File: src/rtl/core/heading_table_correction_macros.svh
`ifndef HEADING_TABLE_CORRECTION_MACROS_SVH
`define HEADING_TABLE_CORRECTION_MACROS_SVH

// same-cycle implication, checked on every clk edge outside reset
`define HTC_ASSERT_IMP(lbl, ante, cons, msg) \
	lbl: assert property (@(posedge clk) disable iff (!arst_n) (ante) |-> (cons)) \
		else $error(msg);

// next-cycle implication
`define HTC_ASSERT_NXT(lbl, ante, cons, msg) \
	lbl: assert property (@(posedge clk) disable iff (!arst_n) (ante) |=> (cons)) \
		else $error(msg);

`endif

File: src/rtl/core/htc_pkg.sv
package htc_pkg;

	localparam int MAX_POINTS = 16;
	localparam int PIDX_W     = $clog2(MAX_POINTS);
	localparam int CNT_W      = 5;
	localparam int ANG_W      = 16;
	localparam int HEAD_W     = 24;
	localparam int IN_W       = 64;

	localparam int FULL_TURN  = 46080;
	localparam int HALF_TURN  = 23040;
	localparam int MIN_SPAN   = 1;

	// heading reduction: restoring steps against turn multiples
	localparam int WRAP_STEPS = 8;
	localparam int STEP_W     = $clog2(WRAP_STEPS);

	// interpolation datapath
	localparam int DIFF_W     = 18;
	localparam int MAG_W      = 15;
	localparam int PROD_W     = ANG_W + MAG_W;
	localparam int DIV_W      = 32;
	localparam int QUO_W      = 16;
	localparam int QCNT_W     = $clog2(QUO_W);

	localparam logic [ANG_W-1:0]         TURN_ANG  = ANG_W'(FULL_TURN);
	localparam logic [ANG_W-1:0]         MIN_SPAN_A = ANG_W'(MIN_SPAN);
	localparam logic [HEAD_W-1:0]        TURN_WIDE = HEAD_W'(FULL_TURN);
	localparam logic [HEAD_W-1:0]        WRAP_BIAS = HEAD_W'(FULL_TURN * (2 ** WRAP_STEPS));
	localparam logic [HEAD_W-1:0]        WRAP_TOP  = HEAD_W'(FULL_TURN * (2 ** (WRAP_STEPS - 1)));
	localparam logic signed [DIFF_W-1:0] TURN_D    = DIFF_W'(FULL_TURN);
	localparam logic signed [DIFF_W-1:0] HALF_D    = DIFF_W'(HALF_TURN);

	// scan token handed from cell to cell
	typedef struct packed {
		logic [ANG_W-1:0] h;
		logic             found;
		logic [ANG_W-1:0] r0;
		logic [ANG_W-1:0] span;
		logic [ANG_W-1:0] c0;
		logic [ANG_W-1:0] c1;
	} tok_t;

	typedef enum logic [2:0] {
		ST_IDLE,
		ST_WRAP,
		ST_SCAN,
		ST_MUL,
		ST_DIV_GO,
		ST_DIV,
		ST_FIN
	} state_t;

endpackage

File: src/rtl/core/heading_table_correction.sv
// Corrects a compass heading (1/128 degree units, 46080 per turn) through up to 16
// calibration points held in a row of cells. A write transaction (tuser 0) stores one
// point. A correction transaction (tuser 1) first reduces the heading into one turn.
// The scan token then passes through the 16 cells and is captured, and the offset is
// multiplied. The divider is loaded and rounds the interpolation step at one quotient bit
// per cycle. The result is then finished and loaded into the output register. A heading
// that is passed through skips the divider. One item is worked on at a time. The next
// item can be accepted in the cycle after the result is loaded, and a finished result
// waits in the output register while that item is accepted. Write point_count only
// while no correction is in progress.
`include "heading_table_correction_macros.svh"

module heading_table_correction (
	input  logic                       clk,
	input  logic                       arst_n,
	input  logic                       cfg_valid,
	output logic                       cfg_ready,
	input  logic [htc_pkg::CNT_W-1:0]  cfg_data,   // point_count
	input  logic                       s_tvalid,
	output logic                       s_tready,
	input  logic [htc_pkg::IN_W-1:0]   s_tdata,    // point_index, point_raw, point_corr, raw_heading
	input  logic                       s_tuser,    // mode
	output logic                       m_tvalid,
	input  logic                       m_tready,
	output logic [htc_pkg::ANG_W-1:0]  m_tdata,    // corrected_heading
	output logic                       m_tuser     // interpolated
);

	localparam int N = htc_pkg::MAX_POINTS;
	localparam int AW = htc_pkg::ANG_W;

	htc_pkg::state_t state_q, state_d;

	logic [htc_pkg::CNT_W-1:0]  count_q;
	logic [htc_pkg::HEAD_W-1:0] acc_q;
	logic [htc_pkg::HEAD_W-1:0] turn_q;
	logic [htc_pkg::STEP_W-1:0] step_q;
	logic                       go_q;
	htc_pkg::tok_t              res_q;
	logic [htc_pkg::PROD_W-1:0] mag_q;
	logic                       neg_q;
	logic [AW-1:0]              out_h_q;
	logic                       out_i_q;
	logic                       m_tvalid_q;
	logic [AW-1:0]              m_tdata_q;
	logic                       m_tuser_q;

	logic                       s_xfer;
	logic                       wrap_last;
	logic                       narrow;
	logic                       out_ld;

	logic [htc_pkg::PIDX_W-1:0] wr_idx;

	logic [htc_pkg::HEAD_W-1:0] head_in;

	htc_pkg::tok_t              tok_head;
	logic                       chain_vld [0:N];
	htc_pkg::tok_t              chain_tok [0:N];
	logic [N:0]                 chain_vec;
	logic [AW-1:0]              pt_raw  [0:N-1];
	logic [AW-1:0]              pt_corr [0:N-1];
	logic [N-1:0]               pair_en;
	logic [N-1:0]               wr_sel;

	logic signed [htc_pkg::DIFF_W-1:0] d0, d1, d2, dabs;
	logic [AW-1:0]                     offset;
	logic [htc_pkg::DIV_W-1:0]         dividend;
	logic                              div_done;
	logic [htc_pkg::QUO_W-1:0]         quo;
	logic signed [htc_pkg::DIFF_W-1:0] qs, sum, sum_w;

	assign s_xfer    = s_tvalid && s_tready;
	assign cfg_ready = 1'b1;
	assign wr_idx    = s_tdata[htc_pkg::PIDX_W-1:0];
	assign head_in   = s_tdata[59:36];
	assign wrap_last = step_q == htc_pkg::STEP_W'(htc_pkg::WRAP_STEPS - 1);
	assign narrow    = !res_q.found || (res_q.span <= htc_pkg::MIN_SPAN_A);
	assign out_ld    = (state_q == htc_pkg::ST_FIN) && (!m_tvalid_q || m_tready);

	// cell row
	assign chain_vld[0] = go_q;
	always_comb begin
		tok_head       = '0;
		tok_head.h     = acc_q[AW-1:0];
		tok_head.found = 1'b0;
	end
	assign chain_tok[0] = tok_head;

	for (genvar i = 0; i < N; i++) begin : g_cell
		logic [AW-1:0] nraw;
		logic [AW-1:0] ncorr;
		if (i < N - 1) begin : g_mid
			assign pair_en[i] = htc_pkg::CNT_W'(i + 1) < count_q;
			assign nraw       = pt_raw[i+1];
			assign ncorr      = pt_corr[i+1];
		end else begin : g_end
			assign pair_en[i] = 1'b0;
			assign nraw       = '0;
			assign ncorr      = '0;
		end
		assign wr_sel[i] = s_xfer && !s_tuser && (wr_idx == htc_pkg::PIDX_W'(i));

		htc_cell u_cell (
			.clk         (clk),
			.arst_n      (arst_n),
			.wr_en       (wr_sel[i]),
			.wr_raw      (s_tdata[19:4]),
			.wr_corr     (s_tdata[35:20]),
			.pair_en     (pair_en[i]),
			.nxt_raw     (nraw),
			.nxt_corr    (ncorr),
			.pt_raw      (pt_raw[i]),
			.pt_corr     (pt_corr[i]),
			.tok_vld_in  (chain_vld[i]),
			.tok_in      (chain_tok[i]),
			.tok_vld_out (chain_vld[i+1]),
			.tok_out     (chain_tok[i+1])
		);
	end

	for (genvar i = 0; i <= N; i++) begin : g_vec
		assign chain_vec[i] = chain_vld[i];
	end

	// shorter-way difference and interpolation offset
	always_comb begin
		d0 = $signed({2'b00, res_q.c1}) - $signed({2'b00, res_q.c0});
		d1 = (d0 > htc_pkg::HALF_D) ? d0 - htc_pkg::TURN_D : d0;
		d2 = (d1 < -htc_pkg::HALF_D) ? d1 + htc_pkg::TURN_D : d1;
		dabs = d2[htc_pkg::DIFF_W-1] ? -d2 : d2;
		offset = res_q.h - res_q.r0;
	end

	assign dividend = {1'b0, mag_q} + htc_pkg::DIV_W'(res_q.span >> 1);

	htc_div u_div (
		.clk      (clk),
		.arst_n   (arst_n),
		.start    (state_q == htc_pkg::ST_DIV_GO),
		.dividend (dividend),
		.divisor  (res_q.span),
		.done     (div_done),
		.quotient (quo)
	);

	always_comb begin
		qs    = neg_q ? -$signed({2'b00, quo}) : $signed({2'b00, quo});
		sum   = $signed({2'b00, res_q.c0}) + qs;
		sum_w = sum;
		if (sum < 0) begin
			sum_w = sum + htc_pkg::TURN_D;
		end else if (sum >= htc_pkg::TURN_D) begin
			sum_w = sum - htc_pkg::TURN_D;
		end
	end

	// sequencer
	always_ff @(posedge clk or negedge arst_n) begin
		if (!arst_n) begin
			state_q <= htc_pkg::ST_IDLE;
		end else begin
			state_q <= state_d;
		end
	end

	always_comb begin
		state_d  = state_q;
		s_tready = 1'b0;
		case (state_q)
			htc_pkg::ST_IDLE: begin
				s_tready = 1'b1;
				if (s_tvalid && s_tuser) begin
					state_d = htc_pkg::ST_WRAP;
				end
			end
			htc_pkg::ST_WRAP: begin
				if (wrap_last) begin
					state_d = htc_pkg::ST_SCAN;
				end
			end
			htc_pkg::ST_SCAN: begin
				if (chain_vld[N]) begin
					state_d = htc_pkg::ST_MUL;
				end
			end
			htc_pkg::ST_MUL: begin
				state_d = narrow ? htc_pkg::ST_FIN : htc_pkg::ST_DIV_GO;
			end
			htc_pkg::ST_DIV_GO: begin
				state_d = htc_pkg::ST_DIV;
			end
			htc_pkg::ST_DIV: begin
				if (div_done) begin
					state_d = htc_pkg::ST_FIN;
				end
			end
			htc_pkg::ST_FIN: begin
				if (!m_tvalid_q || m_tready) begin
					state_d = htc_pkg::ST_IDLE;
				end
			end
			default: begin
				state_d = htc_pkg::ST_IDLE;
			end
		endcase
	end

	// control registers
	always_ff @(posedge clk or negedge arst_n) begin
		if (!arst_n) begin
			count_q    <= '0;
			step_q     <= '0;
			go_q       <= 1'b0;
			m_tvalid_q <= 1'b0;
		end else begin
			if (cfg_valid && cfg_ready) begin
				count_q <= cfg_data;
			end
			if (s_xfer) begin
				step_q <= '0;
			end else if (state_q == htc_pkg::ST_WRAP) begin
				step_q <= step_q + 1'b1;
			end
			go_q <= (state_q == htc_pkg::ST_WRAP) && wrap_last;
			if (out_ld) begin
				m_tvalid_q <= 1'b1;
			end else if (m_tready) begin
				m_tvalid_q <= 1'b0;
			end
		end
	end

	// datapath
	always_ff @(posedge clk) begin
		case (state_q)
			htc_pkg::ST_IDLE: begin
				if (s_xfer) begin
					acc_q  <= head_in[htc_pkg::HEAD_W-1] ? head_in + htc_pkg::WRAP_BIAS : head_in;
					turn_q <= htc_pkg::WRAP_TOP;
				end
			end
			htc_pkg::ST_WRAP: begin
				if (acc_q >= turn_q) begin
					acc_q <= acc_q - turn_q;
				end
				turn_q <= turn_q >> 1;
			end
			htc_pkg::ST_SCAN: begin
				if (chain_vld[N]) begin
					res_q <= chain_tok[N];
				end
			end
			htc_pkg::ST_MUL: begin
				mag_q   <= htc_pkg::PROD_W'(offset) *
					htc_pkg::PROD_W'(dabs[htc_pkg::MAG_W-1:0]);
				neg_q   <= d2[htc_pkg::DIFF_W-1];
				out_h_q <= res_q.h;
				out_i_q <= 1'b0;
			end
			htc_pkg::ST_DIV: begin
				if (div_done) begin
					out_h_q <= sum_w[AW-1:0];
					out_i_q <= 1'b1;
				end
			end
			default: begin
			end
		endcase
		if (out_ld) begin
			m_tdata_q <= out_h_q;
			m_tuser_q <= out_i_q;
		end
	end

	assign m_tvalid = m_tvalid_q;
	assign m_tdata  = m_tdata_q;
	assign m_tuser  = m_tuser_q;

	`HTC_ASSERT_IMP(a_out_range, m_tvalid_q, m_tdata_q < htc_pkg::TURN_ANG, "result outside one turn")
	`HTC_ASSERT_IMP(a_one_token, 1'b1, $onehot0(chain_vec), "more than one scan token in the cell row")
	`HTC_ASSERT_IMP(a_div_state, div_done, state_q == htc_pkg::ST_DIV, "divider finished outside its wait state")
	`HTC_ASSERT_IMP(a_wrap_done, go_q, acc_q < htc_pkg::TURN_WIDE, "heading not reduced before the scan")
	`HTC_ASSERT_NXT(a_write_idle, s_xfer && !s_tuser, state_q == htc_pkg::ST_IDLE, "write transaction left idle")

endmodule

File: src/rtl/core/htc_cell.sv
module htc_cell (
	input  logic                     clk,
	input  logic                     arst_n,
	input  logic                     wr_en,
	input  logic [htc_pkg::ANG_W-1:0] wr_raw,
	input  logic [htc_pkg::ANG_W-1:0] wr_corr,
	input  logic                     pair_en,
	input  logic [htc_pkg::ANG_W-1:0] nxt_raw,
	input  logic [htc_pkg::ANG_W-1:0] nxt_corr,
	output logic [htc_pkg::ANG_W-1:0] pt_raw,
	output logic [htc_pkg::ANG_W-1:0] pt_corr,
	input  logic                     tok_vld_in,
	input  htc_pkg::tok_t            tok_in,
	output logic                     tok_vld_out,
	output htc_pkg::tok_t            tok_out
);

	logic [htc_pkg::ANG_W-1:0] raw_q;
	logic [htc_pkg::ANG_W-1:0] corr_q;
	logic                      vld_q;
	htc_pkg::tok_t             tok_q;
	htc_pkg::tok_t             tok_d;
	logic                      hit;

	always_ff @(posedge clk) begin
		if (wr_en) begin
			raw_q  <= wr_raw;
			corr_q <= wr_corr;
		end
	end

	// first bracketing pair claims the token
	assign hit = !tok_in.found && pair_en && (tok_in.h >= raw_q) && (tok_in.h <= nxt_raw);

	always_comb begin
		tok_d = tok_in;
		if (hit) begin
			tok_d.found = 1'b1;
			tok_d.r0    = raw_q;
			tok_d.span  = nxt_raw - raw_q;
			tok_d.c0    = corr_q;
			tok_d.c1    = nxt_corr;
		end
	end

	always_ff @(posedge clk or negedge arst_n) begin
		if (!arst_n) begin
			vld_q <= 1'b0;
		end else begin
			vld_q <= tok_vld_in;
		end
	end

	always_ff @(posedge clk) begin
		if (tok_vld_in) begin
			tok_q <= tok_d;
		end
	end

	assign pt_raw      = raw_q;
	assign pt_corr     = corr_q;
	assign tok_vld_out = vld_q;
	assign tok_out     = tok_q;

endmodule

File: src/rtl/core/htc_div.sv
module htc_div (
	input  logic                     clk,
	input  logic                     arst_n,
	input  logic                     start,
	input  logic [htc_pkg::DIV_W-1:0] dividend,
	input  logic [htc_pkg::ANG_W-1:0] divisor,
	output logic                     done,
	output logic [htc_pkg::QUO_W-1:0] quotient
);

	logic [htc_pkg::DIV_W-1:0]  rem_q;
	logic [htc_pkg::DIV_W-1:0]  dsr_q;
	logic [htc_pkg::QUO_W-1:0]  quo_q;
	logic [htc_pkg::QCNT_W-1:0] cnt_q;
	logic                       busy_q;
	logic                       done_q;
	logic                       ge;

	assign ge = rem_q >= dsr_q;

	always_ff @(posedge clk or negedge arst_n) begin
		if (!arst_n) begin
			busy_q <= 1'b0;
			done_q <= 1'b0;
			cnt_q  <= '0;
		end else begin
			done_q <= 1'b0;
			if (start) begin
				busy_q <= 1'b1;
				cnt_q  <= '0;
			end else if (busy_q) begin
				cnt_q <= cnt_q + 1'b1;
				if (cnt_q == htc_pkg::QCNT_W'(htc_pkg::QUO_W - 1)) begin
					busy_q <= 1'b0;
					done_q <= 1'b1;
				end
			end
		end
	end

	// one quotient bit per cycle, msb first
	always_ff @(posedge clk) begin
		if (start) begin
			rem_q <= dividend;
			dsr_q <= htc_pkg::DIV_W'({divisor, {(htc_pkg::QUO_W - 1){1'b0}}});
			quo_q <= '0;
		end else if (busy_q) begin
			if (ge) begin
				rem_q <= rem_q - dsr_q;
			end
			quo_q <= {quo_q[htc_pkg::QUO_W-2:0], ge};
			dsr_q <= dsr_q >> 1;
		end
	end

	assign done     = done_q;
	assign quotient = quo_q;

endmodule
File: config.mk
export PLATFORM = sky130hd
export DESIGN_NAME = heading_table_correction
export DESIGN_NICKNAME = d
export VERILOG_FILES = /design/src/rtl/core/htc_pkg.sv /design/src/rtl/core/heading_table_correction.sv /design/src/rtl/core/htc_cell.sv /design/src/rtl/core/htc_div.sv
export VERILOG_INCLUDE_DIRS = /design/src /design/src/rtl/core
export SDC_FILE = /design/constraint.sdc
export NUM_CORES = 2
export LEC_CHECK = 0
export BUFFER_PORTS_ARGS = -buffer_cell sky130_fd_sc_hd__buf_4
export CAP_MARGIN = 0
export CORE_UTILIZATION = 55
export DETAILED_ROUTE_END_ITERATION = 8
export PLACE_DENSITY_LB_ADDON = 0.08
export SKIP_LAST_GASP = 1
export SYNTH_ARGS = -nofsm -noshare
export SYNTH_HDL_FRONTEND = slang
export SYNTH_HIERARCHICAL = 1
export SYNTH_SLANG_ARGS = --single-unit
File: constraint.sdc
create_clock -name clk -period 18.2 [get_ports clk]
set_input_delay 5.46 -clock clk [delete_from_list [all_inputs] [get_ports clk]]
set_output_delay 5.46 -clock clk [all_outputs]
set_load 0.02 [all_outputs]
Word-level counts from Yosys, hierarchy flattened
Cells that the tools add are included.
{"block": "totals", "reg_bits": 2117, "wordCells": 437, "out_inout_bits": 20}
{"block": "classes", "muxes": 56, "n_addsub": 30, "reduce_logical": 98, "multipliers": 1, "eq_ne": 30, "magnitude_cmp": 52}
{"operator": "64-bit 2-to-1 mux", "count": 14}
{"operator": "16-bit subtractor", "count": 16}
{"operator": "16-bit greater-or-equal comparator", "count": 15}
{"operator": "16-bit less-or-equal comparator", "count": 15}
{"operator": "24-bit 2-to-1 mux", "count": 4}
{"operator": "32-bit 2-to-1 mux", "count": 3}
{"operator": "24-bit one-hot mux with 2 select lines", "count": 2}
{"operator": "1-bit logical AND", "count": 65}
{"operator": "65-bit 2-to-1 mux", "count": 1}
{"operator": "31-bit 2-to-1 mux", "count": 2}
{"operator": "18-bit 2-to-1 mux", "count": 3}
{"operator": "16-bit 2-to-1 mux", "count": 3}
{"operator": "4-bit by 5-bit less-than comparator with 1-bit output (first input constant)", "count": 8}
{"operator": "4-bit == test (second input constant)", "count": 9}
{"operator": "31-bit by 15-bit adder with 32-bit output", "count": 1}
{"operator": "32-bit by 31-bit greater-or-equal comparator with 1-bit output", "count": 1}
{"operator": "16-bit one-hot mux with 2 select lines", "count": 1}
{"operator": "32-bit by 31-bit subtractor with 32-bit output", "count": 1}
{"operator": "16-bit by 15-bit multiplier with 31-bit output", "count": 1}
{"operator": "24-bit adder (second input constant)", "count": 1}
{"operator": "24-bit greater-or-equal comparator", "count": 1}
{"operator": "24-bit subtractor", "count": 1}
{"operator": "3-bit 2-to-1 mux", "count": 7}
{"operator": "3-bit one-hot mux with 7 select lines", "count": 1}
{"operator": "39 further kinds", "count": 91}

Depth between registers and ports, before layout
{"block": "depth", "word_depth": 8, "depth_mapped": 45, "ltp_nobuf": 43}

Cells and area by module
Netlist, hierarchy kept.
{"mod": "htc_cell (g_cell[0].u_cell ...)", "area_each_um2": 5979.5, "cells_each": 392, "instances": 11}
{"mod": "heading_table_correction", "area_each_um2": 20995.1, "cells_each": 2197, "instances": 1}
{"mod": "htc_cell (g_cell[7].u_cell ...)", "area_each_um2": 5848.1, "cells_each": 422, "instances": 3}
{"mod": "htc_cell (g_cell[5].u_cell ...)", "area_each_um2": 5785.5, "cells_each": 405, "instances": 2}
{"mod": "htc_div", "area_each_um2": 5366.4, "cells_each": 588, "instances": 1}

Least setup slack after synthesis
No wires, ideal clock.
{"block": "synth_path", "path_type": "register to register", "startpoint": "register res_q[0] in the netlist's numbering", "endpoint": "register mag_q[29] in the netlist's numbering (data pin)", "arrival_ps": 9871, "required_ps": 17935, "n_path_buf": 2, "period_less_slack_ps": 10136, "path_slack_ps": 8064, "stages_incl_launch_ff": 42, "cell_sequence": "edfxtp_1 > inv_1 > ha_1 > inv_1 > fa_1 > a21o_1 > a21oi_1 > xnor2_1 > a2111o_1 > or4_4 > o311ai_4 > a21oi_1 > xnor2_2 > ha_1 > a32oi_4 > o31ai_4 > o21a_2 > buf_4 > [... 6 more ...] > fa_1 > inv_1 > fa_1 > fa_1 > fa_1 > inv_1 > fa_1 > ha_1 > a21o_1 > a21oi_1 > o21ai_0 > a211oi_1 > o21ai_0 > a31oi_1 > o21a_1 > o21ai_0 > nand4b_1 > nand4_1"}
{"block": "synth_between", "elab_cells_between_ends": 10, "cone_classes": "add/sub (4); mul (1); order compare (2); mux (3)"}
{"item": "start: declaration", "line": "heading_table_correction.sv:39", "source": "htc_pkg::tok_t res_q;"}
{"item": "start signal: assignment", "line": "heading_table_correction.sv:251", "source": "res_q <= chain_tok[N];"}
{"item": "16-bit by 16-bit subtractor with 17-bit output *", "line": "heading_table_correction.sv:128", "source": "d0 = $signed({2'b00, res_q.c1}) - $signed({2'b00, res_q.c0});"}
{"item": "17-bit by 17-bit subtractor with 18-bit output or 17-bit by 16-bit greater-than comparator with 1-bit output (tied branches)", "line": "heading_table_correction.sv:129", "source": "d1 = (d0 > htc_pkg::HALF_D) ? d0 - htc_pkg::TURN_D : d0;"}
{"item": "18-bit 2-to-1 mux *", "line": "heading_table_correction.sv:129"}
{"item": "18-bit by 17-bit adder with 18-bit output or 18-bit by 16-bit less-than comparator with 1-bit output (tied branches)", "line": "heading_table_correction.sv:130", "source": "d2 = (d1 < -htc_pkg::HALF_D) ? d1 + htc_pkg::TURN_D : d1;"}
{"item": "18-bit 2-to-1 mux *", "line": "heading_table_correction.sv:130"}
{"item": "net d2, one bit", "line": "heading_table_correction.sv:66", "source": "logic signed [htc_pkg::DIFF_W-1:0] d0, d1, d2, dabs;"}
{"item": "15-bit 2-to-1 mux *", "line": "heading_table_correction.sv:131", "source": "dabs = d2[htc_pkg::DIFF_W-1] ? -d2 : d2;"}
{"item": "16-bit by 15-bit multiplier with 31-bit output *", "line": "heading_table_correction.sv:255", "source": "mag_q <= htc_pkg::PROD_W'(offset) *"}
{"item": "end signal: assignment", "line": "heading_table_correction.sv:255"}
{"item": "end: declaration", "line": "heading_table_correction.sv:40", "source": "logic [htc_pkg::PROD_W-1:0] mag_q;"}
Mark *: on every way through the listed nets, which the timed path passes. The rest lies on a longest branch.
A chain may end at the register's enable or synchronous reset.

Final worst setup path
{"block": "layout_path", "startpoint": "register res_q[17] in the netlist's numbering", "endpoint": "register mag_q[29] in the netlist's numbering (data pin)"}
{"block": "layout_between", "elab_chain_cells": 8, "elab_cells_between_ends": 10, "cone_classes": "add/sub (4); mul (1); order compare (2); mux (3)"}
{"item": "16-bit by 16-bit subtractor with 17-bit output *", "line": "heading_table_correction.sv:128"}
{"item": "17-bit by 17-bit subtractor with 18-bit output or 17-bit by 16-bit greater-than comparator with 1-bit output (tied branches)", "line": "heading_table_correction.sv:129"}
{"item": "18-bit 2-to-1 mux *", "line": "heading_table_correction.sv:129"}
{"item": "18-bit by 17-bit adder with 18-bit output or 18-bit by 16-bit less-than comparator with 1-bit output (tied branches)", "line": "heading_table_correction.sv:130"}
{"item": "18-bit 2-to-1 mux *", "line": "heading_table_correction.sv:130"}
{"item": "15-bit negator", "line": "heading_table_correction.sv:131"}
{"item": "15-bit 2-to-1 mux *", "line": "heading_table_correction.sv:131"}
{"item": "16-bit by 15-bit multiplier with 31-bit output *", "line": "heading_table_correction.sv:255"}
Mark *: on every way between the ends. The rest lies on a longest branch, timed or not.

==> metrics <==
critical path fanouts, max=16; vias=72300; Vias/cell=5.78; final number of hold-violating endpoints=0; Inserted Clock Buffers=222; drt drc=0; Root Buffer=clkbuf_16; post-layout util=0.605; DR WL/cell=23.3 um; Skew-Pair Late Insertion Delay=0.89 ns; crit path kind=flop to flop; clk buf depth=3; simple-gate share of the synthesized area=0.0690; largest family of logic cells by synthesized area=adder cells; CTS resizes=0; CP startpoint=res_q[17]; Slew Limit Headroom=-2.15; Die X=472 um; Worst EP required=18.79 ns; Syn. warnings=6; r2r endpoint=mag_q[29]; worst r2r path cells=38; Worst Skew=0.0747 ns; RSZ-0062 raised after global routing=false; First-pass DRT Iterations=8; Startpoint Class=flop; Hold Crit Class=flop to flop; # IOs=95; Worst-Margin Slew=4.73 ns; EDFF count, synth=2050; Synth Cell Area=121000 um^2; clock power share=0.348; failing checks=max-slew violations; Yosys cell types=117; Peak Freq=82.4 MHz; CTS hold repair buffers=0; xor and xnor area share after synthesis=0.0279; global-route wire length before repair=446000 um; Leak=53.7 nW; crit path max-delay cell type=xor2_2; switching power total=3.73 mW; Mapped Cells=9173; share of layout cells above drive strength 1=0.144; GPL Wtd Cong=0.889; asr flop ratio synth=0.0165; Detail Route Antenna Nets=0; Final #Nets=10700; antenna violations before repair=13; r2r setup slk=6.06 ns; pwr/cell area=98.2 nW/um^2; IO Port Bufs=89; row count=171; R2R Path Start=res_q[17]; Max Cap Violations=0; Core Box Area=218000 um^2; combinational share of power=0.204; CP endpoint kind=flop; Peak VDD IR=0.000104 V; Post-CTS Setup Bufs=0; status=finished with violations; Worst Slack Setup Final=6.06 ns; largest net degree at the start of global routing=85; Flop pwr share=0.448; HPWL after detailed placement=218000 um; initial core utilization=0.556; WL final=291000 um; switching share of power=0.288; vias in the first global route=74100; Worst-path clk slew=0.06 ns; Place WS=6.19 ns; endpoints failing setup=0; Final period util=0.667; # fillers=17200; Max Slew Vio Count=66; Yosys reg bits=2116; Synth Area in Compound Gates=0.0858; syn avg cell area=13.2 um^2; Layout area overhead=8.84%; GRT Residual Overflow=0; sequential share of the synthesized area=0.520; Die Ht=472 um; min cycle time layout=12.14 ns; arrival time at the worst endpoint=12.73 ns; Main synth FF type=edfxtp_1; H-tree depth=4; total chip power=13.0 mW; mux cell area share after synthesis=0.114; gr usage total=0.261; CP peak stage delay=0.68 ns; Int Pwr=9.22 mW; setup TNS=0 ns; Post-Synth Adder-Cell Area=0.134; die area=222000 um^2; total clock sinks=2116; CTS tree=done; DRT iter0 DRCs=4657; Worst Setup EP=mag_q[29]
-- worst min-delay path by stage --
stage,start,endpoint,slack (ns),depth (start not counted)
floorplan,out_h_q[0],m_tdata[0],0.40,0
global placement,g_cell[15].u_cell/tok_out[12],res_q[12],0.40,0
detailed placement,out_h_q[11],m_tdata[11],0.40,0
CTS,g_cell[15].u_cell/tok_out[1],res_q[1],0.37,0
global route,g_cell[15].u_cell/tok_out[1],res_q[1],0.39,0
finish,g_cell[15].u_cell/tok_out[1],res_q[1],0.37,0
-- cell families after synthesis --
| logic type | count (synthesis) |
|---|---|
| adders and majority gates | 1177 |
| muxes | 1073 |
| buffers and inverters | 1204 |
| and+or+nand+nor | 1690 |
| other | 2 |
| AOI/OAI and AO/OA | 1534 |
| DFF | 2116 |
| xor gates and xnor gates | 377 |
-- power by group through the flow --
stage               combinational (mW)  clock, mW  sequential (mW)
CTS                               2.63       4.59             5.81
floorplan                         1.95          0             5.85
detailed placement                2.61          0             5.91
global route                      2.93       4.77             5.83
finish                            2.64       4.50             5.81
global placement                  2.57          0             5.90
-- per-stage QoR --
stage / hold slack (ns) / std cells / area, um^2
detailed placement: 0.405 / 12100 / 125000
CTS: 0.374 / 12500 / 132000
global placement: 0.402 / 12100 / 125000
global route: 0.386 / 12500 / 132000
floorplan: 0.400 / 9286 / 122000
finish: 0.372 / 12500 / 132000
-- layer usage --
metal,part of all wire,up-vias,GRT usage
met5,0.00027,-,0
met4,0.030,12,0.0791
met3,0.040,456,0.0317
met2,0.49,1469,0.451
met1,0.44,36100,0.345
li1,-,34300,-
-- cells in the final DEF (no fill, tap or decap), types with 28 or more instances in the layout --
| cell | instances |
|---|---|
| a211oi_1 | 84 |
| a21o_1 | 142 |
| a21oi_1 | 502 |
| a31oi_1 | 53 |
| and2_1 | 44 |
| and3_1 | 28 |
| buf_4 | 181 |
| clkbuf_1 | 40 |
| clkbuf_16 | 224 |
| clkinv_1 | 48 |
| clkinv_2 | 42 |
| conb_1 | 115 |
| dfxtp_1 | 31 |
| edfxtp_1 | 2050 |
| fa_1 | 202 |
| ha_1 | 975 |
| inv_1 | 981 |
| mux2_1 | 276 |
| mux2_2 | 204 |
| mux2_4 | 506 |
| mux2i_1 | 87 |
| nand2_1 | 543 |
| nand2b_1 | 75 |
| nand3_1 | 120 |
| nand4_1 | 125 |
| nor2_1 | 357 |
| nor2b_1 | 110 |
| nor3_1 | 80 |
| nor4_1 | 36 |
| o211ai_1 | 60 |
| o21a_1 | 87 |
| o21ai_0 | 215 |
| o21ai_1 | 37 |
| o21bai_1 | 41 |
| o31a_1 | 32 |
| o31ai_1 | 57 |
| xnor2_1 | 233 |
| xor2_1 | 130 |
-- flip-flops by register name (all words and copies together), names as in the netlist, 3 cells and up --
name	flops
out_h_q	16
count_q	5
acc_q	24
u_div/quotient	16
u_div/rem_q	32
turn_q	23
mag_q	31
g_cell.u_cell/tok_vld_out	16
g_cell.u_cell/pt_raw	256
state_q	3
step_q	3
g_cell.u_cell/tok_out	1296
res_q	81
m_tdata	16
u_div/cnt_q	4
u_div/dsr_q	31
g_cell.u_cell/pt_corr	256
-- worst max-delay path, delay by kind of cell, from the launching register on --
kind	cells	cell delay (ns)
xor+xnor	2	1.06
simple gates	7	1.55
fa+ha+maj	9	3.99
flops	1	0.50
buf+inv	6	0.40
compound gates	14	4.30
-- cells in the mapped netlist (all sizes together) (54+ instances only) --
library cell / instances / share of area
o21ai: 254 / 0.011
a21o: 142 / 0.0088
nor3: 85 / 0.0036
nand4: 125 / 0.0064
o21a: 88 / 0.0055
mux2: 986 / 0.11
o31ai: 71 / 0.0050
nand2: 545 / 0.017
a21oi: 506 / 0.021
clkbuf: 82 / 0.0026
nor2: 379 / 0.012
inv: 982 / 0.030
nor2b: 110 / 0.0057
edfxtp: 2050 / 0.51
buf: 139 / 0.016
xnor2: 242 / 0.018
a211oi: 86 / 0.0054
ha: 975 / 0.10
o211ai: 60 / 0.0037
xor2: 134 / 0.0098
nand3: 121 / 0.0050
nand2b: 86 / 0.0051
mux2i: 87 / 0.0072
a31oi: 54 / 0.0028
fa: 202 / 0.033
-- layout make-up --
class                      instances  area [um^2]  share of cell area
clock buffer                     277         5930              0.0450
sequential                      2116        63100               0.478
antenna                            3         7.51           0.0000569
clock inverter                   131         1300             0.00988
inverter                         983         3690              0.0280
tap                             2854         3570              0.0271
multi-input combinational       5966        53000               0.401
timing repair buffer             181         1360              0.0103
No activity file was read; power rests on OpenSTA's default activity.
